--- src/design/rcd_ram.sv ---
// Generic single-port-write, single-port-read RAM with registered read data.
module rcd_ram #(
  parameter int unsigned WIDTH = 8,
  parameter int unsigned DEPTH = 16,
  localparam int unsigned AW   = (DEPTH > 1) ? $clog2(DEPTH) : 1
) (
  input  logic             clk_i,
  input  logic             we_i,
  input  logic [AW-1:0]    waddr_i,
  input  logic [WIDTH-1:0] wdata_i,
  input  logic             re_i,
  input  logic [AW-1:0]    raddr_i,
  output logic [WIDTH-1:0] rdata_o
);

  logic [WIDTH-1:0] mem_q [DEPTH];
  logic [WIDTH-1:0] rdata_q;

  // Write port
  always_ff @(posedge clk_i) begin
    if (we_i) begin
      mem_q[waddr_i] <= wdata_i;
    end
  end

  // Read port, old data on a same-address write
  always_ff @(posedge clk_i) begin
    if (re_i) begin
      rdata_q <= mem_q[raddr_i];
    end
  end

  assign rdata_o = rdata_q;

endmodule

--- config.mk ---
export PLATFORM = sky130hd
export DESIGN_NAME = rcd_ram
export DESIGN_NICKNAME = d
export VERILOG_FILES = /design/src/design/rcd_ram.sv
export SDC_FILE = /design/constraint.sdc
export NUM_CORES = 1
export LEC_CHECK = 0
export ABC_AREA = 1
export BUFFER_PORTS_ARGS = -buffer_cell sky130_fd_sc_hd__buf_2
export CELL_PAD_IN_SITES_DETAIL_PLACEMENT = 0
export CELL_PAD_IN_SITES_GLOBAL_PLACEMENT = 2
export CORE_UTILIZATION = 41
export CTS_CLUSTER_SIZE = 28
export DETAILED_ROUTE_END_ITERATION = 10
export PLACE_DENSITY = 0.85
export SLEW_MARGIN = 5
export SYNTH_ARGS = -nofsm -noshare
export SYNTH_HDL_FRONTEND = slang
export SYNTH_SLANG_ARGS = --single-unit
export TNS_END_PERCENT = 5
--- constraint.sdc ---
create_clock -name clk_i -period 1.5 [get_ports clk_i]
set_input_delay 0.3 -clock clk_i [delete_from_list [all_inputs] [get_ports clk_i]]
set_output_delay 0.3 -clock clk_i [all_outputs]
set_load 0.05 [all_outputs]
Yosys cells after proc, flatten, opt, wreduce, memory -nomap -nowiden
Memories as Yosys holds them, arrays and structs flattened. A register that Yosys moved wholly into a read port is not among the register bits.
Index checks and enable logic that the tools add are counted.
{ "totals": {"latch_bits": 0, "input_bits": 19, "rom_bits": 0, "wordCells": 3, "ff_bits": 0, "ramBits": 128, "output_inout_bits": 8, "mem_count": 1} }
{ "memory_table": {"columns": ["memory", "depth", "word_bits", "read_ports", "rd_clocked_by_memory_dff", "wr", "line_no", "text"], "rows": [
  ["mem_q", 16, 8, 1, 1, 1, "16", "logic [WIDTH-1:0] mem_q [DEPTH];"]
]} }
{ "op_classes": {"mul": 0, "n_div": 0, "magnitude_cmp": 0, "n_eq_ne": 0, "shift": 0, "n_reduce_logical": 0, "muxes": 2, "n_bitwise": 0, "add_sub_neg": 0} }
{ "op_table": {"columns": ["operator", "count"], "rows": [
  ["2-to-1 mux 1 bit", 2]
]} }

Logic depth before layout (Yosys ltp)
{ "depth": {"word_depth": 2, "mapped_depth": 8, "ltp_nobuf": 7} }

Worst setup path before layout
Ideal clock, no wire load.
{ "synth_path": {"kind": "input-to-reg", "startpoint": "input waddr_i[2]", "endpoint": "memory mem_q[10][0] (enable)", "stages": 2, "setup_ns": 0.370, "path_slack_ns": 0.249, "path_buffers": 0, "arrival_ns": 0.881, "t_required_ns": 1.130, "cell_sequence": "nand3b_1 > nor2_1"} }
{ "synth_rtl": {"columns": ["item", "line_no", "text"], "rows": [
  ["from (decl)", "9", "input logic [AW-1:0] waddr_i,"],
  ["to (decl)", "16", null]
]} }
No word-level cell before the write port.

Worst setup path after layout
{ "layout_path": {"startpoint": "register rdata_q[2], in the netlist rdata_o[2] (read register of mem_q)", "endpoint": "output rdata_o[2]"} }
{ "layout_rtl": {"columns": ["item", "line_no", "text"], "rows": [
  ["from (decl)", "17", "logic [WIDTH-1:0] rdata_q;"],
  ["to (decl)", "13", "output logic [WIDTH-1:0] rdata_o"]
]} }
No word-level cell between the ends.

==> results.tsv <==
stage	metric	value	unit
global_routing	grt_max_degree	56	
worst_setup_path	regToRegEndpoint	rdata_o[0]	
layout	nets	617	
clocking	clkLatencyLatePin	420	ps
worst_setup_path	path_max_fanout	1	
global_routing	antenna_found_initial	0	
timing	holdWs	261.1	ps
layout	seqCellArea	4084	um2
status	status	finished, final reports clean	
die	core_area	13880	um2
clocking	cts.repair.resized	0	
timing	setup-violations-final	0	
timing	hold_violations	0	
power	clkPwrFrac	0.415	
layout	final_common_cell	nand2_1	
timing	max_clock_freq	716.7	MHz
power	p_int	6.525	mW
clocking	cts.htree.levels	4	
placed_design	place_area	6281	um2
route	drc	0	
power	p_sw_frac	0.2233	
clocking	cts_tree	built	
worst_setup_path	cp-start-kind	flop	
worst_setup_path	end_kind	output port	
logic_synthesis	ys_seq_area_frac	0.6985	
die	die_w	121.4	um
layout	final_area	6764	um2
logic_synthesis	ys_types	11	
worst_hold_path	holdCritPathClass	in -> reg	
power	p_comb_frac	0.072	
timing	slew_headroom	0.5739	
worst_setup_path	reg2reg_depth	6	
route	post_drt_wl_per_cell	17.81	um
route	via_count	3813	
layout	drive_gt1_frac	0.1230	
layout	fillerInstances	1304	
die	start_util	0.4212	
worst_setup_path	crit_start	rdata_o[2]	
clocking	post_cts_buffers	0	
logic_synthesis	synth_nets	570	
worst_setup_path	required	1200	ps
worst_setup_path	crit_path_end	rdata_o[2]	
clocking	root_buffer	clkbuf_16	
power	p_leak	2.920	nW
power	powerDensity	1242	nW/um2
clocking	clock-sinks	136	
die	io-pin-count	27	
timing	period_share	0.9302	
logic_synthesis	synth_xor_area_frac	0	
global_routing	gr-total-overflow	0	
worst_setup_path	cp_top_family	flip-flops	
clocking	cts_hold_buffers	0	
logic_synthesis	synth_top_family_by_area	simple AND/OR/NAND/NOR gates	
timing	worstMarginPinSlew	638.2	ps
job	cap_violations	0	
clocking	cts_buffer_depth	2	
timing	report.final.slew_viol_count	0	
power	pwr-share-seq	0.513	
timing	min_period	1395	ps
logic_synthesis	muxShareOfSynthArea	0	
logic_synthesis	synth_warnings	0	
die	die_h	121.4	um
layout	multi_input_area	1214	um2
global_routing	grt_pass1_wl	22.11	mm
route	viasPerCell	4.827	
route	drt_iter0_markers	293	
worst_setup_path	worst-path-stages	1	
worst_setup_path	r2r_start	mem_q[15][0]	
route	first_pass_iters	5	
worst_setup_path	crit_chain	buf_2	
layout	mostFrequentLayoutCells	nand2_1 (173), edfxtp_1 (136), inv_1 (100), nand3_1 (97), buf_2 (26)	
placed_design	hpwl	8.800	mm
worst_setup_path	critPathBufInv	1	
timing	rsz0062_at_grt	false	
worst_setup_path	slowest_stage	edfxtp_1	
logic_synthesis	synthCells	551	
logic_synthesis	yosys.area_share.adder	0	
timing	fin_skew	9.613	ps
clocking	cts_buffers	17	
route	ant_nets	0	
worst_setup_path	arrival	1100	ps
die	dieArea	14740	um2
logic_synthesis	synth-simple-area-share	0.2076	
power	switching_power	1.876	mW
worst_setup_path	r2r_setup_slack	350	ps
clocking	path_clk_slew	50	ps
placed_design	io_buffer_count	26	
die	rows	43	
logic_synthesis	synth-seq-cells	136	
logic_synthesis	synth_compound_gate_area_share	0	
layout	diodes	0	
worst_setup_path	path_class	reg -> out	
placed_design	finalWeightedCongestion	0.7733	
route	wl	14.07	mm
logic_synthesis	avgSynthCellArea	10.61	um2
power	irDropWorstVdd	0.7363	mV
global_routing	grt_pass1_vias	3797	
layout	syn2layout_area_growth	15.69	%
worst_setup_path	critPathMaxStageDelay	390	ps
global_routing	grt_use_total	0.2156	
logic_synthesis	synthesis.area	5847	um2
[registers in the layout, summed over array words and instances, names as in the netlist]
| name | cells |
|---|---|
| mem_q | 128 |
| rdata_o | 8 |
[kinds of logic after synthesis]
kind of cell,count (synthesis)
buf+inv,126
flops,136
simple gates,289
[power by group through the flow]
stage	sequential, mW	combinational [mW]	clock, mW
2_1_floorplan	4.44	0.300	0
3_3_place_gp	4.38	0.609	0
3_5_place_dp	4.39	0.614	0
4_1_cts	4.31	0.617	3.54
5_1_grt	4.31	0.675	3.72
6_report	4.31	0.607	3.48
[cells in the mapped netlist, drive strengths merged]
| cell type | instances | share of area |
|---|---|---|
| buf | 24 | 0.028 |
| edfxtp | 136 | 0.70 |
| inv | 102 | 0.065 |
| nand2 | 173 | 0.11 |
| nand3 | 97 | 0.083 |
| nand3b | 2 | 0.0026 |
| nor2 | 17 | 0.011 |
[layout make-up]
cell class	instances	area share
repair buffers	52	0.05549
flip-flops and latches	136	0.6038
clock buffers	25	0.06733
clock inverters	6	0.004070
well taps	180	0.03330
multi-input cells	289	0.1794
inverters	102	0.05660
[metal layers]
| metal | global-route usage | share of wire |
|---|---|---|
| met1 | 0.2967 | 0.47 |
| met2 | 0.3359 | 0.47 |
| met3 | 0.04934 | 0.050 |
| met4 | 0.07176 | 0.012 |
| met5 | 0 | 0 |
[how the worst min path moves through the flow]
| stage | startpoint | end | slack (ps) | depth (start not counted) |
|---|---|---|---|---|
| 3_3_place_gp | re_i | rdata_o[0] | 680 | 1 |
| 4_1_cts | re_i | rdata_o[0] | 250 | 1 |
| 5_1_grt | re_i | rdata_o[2] | 250 | 1 |
| 6_report | re_i | rdata_o[1] | 260 | 1 |
| 2_1_floorplan | wdata_i[0] | mem_q[0][0] | 400 | 0 |
| 3_5_place_dp | re_i | rdata_o[0] | 690 | 1 |
[metrics by stage]
step	std cells	util	TNS [ps]	power (mW)	setup slack [ps]
finish	790	0.4873	0	8.401	104.6
global route	790	0.4873	0	8.705	91.34
CTS	790	0.4873	0	8.465	88.25
detailed placement	759	0.4525	-359.0	5.001	-102.1
global placement	759	0.4525	-345.8	4.992	-99.70
floorplan	551	-	0	4.745	249.2
No activity file was read; power rests on OpenSTA's default activity.
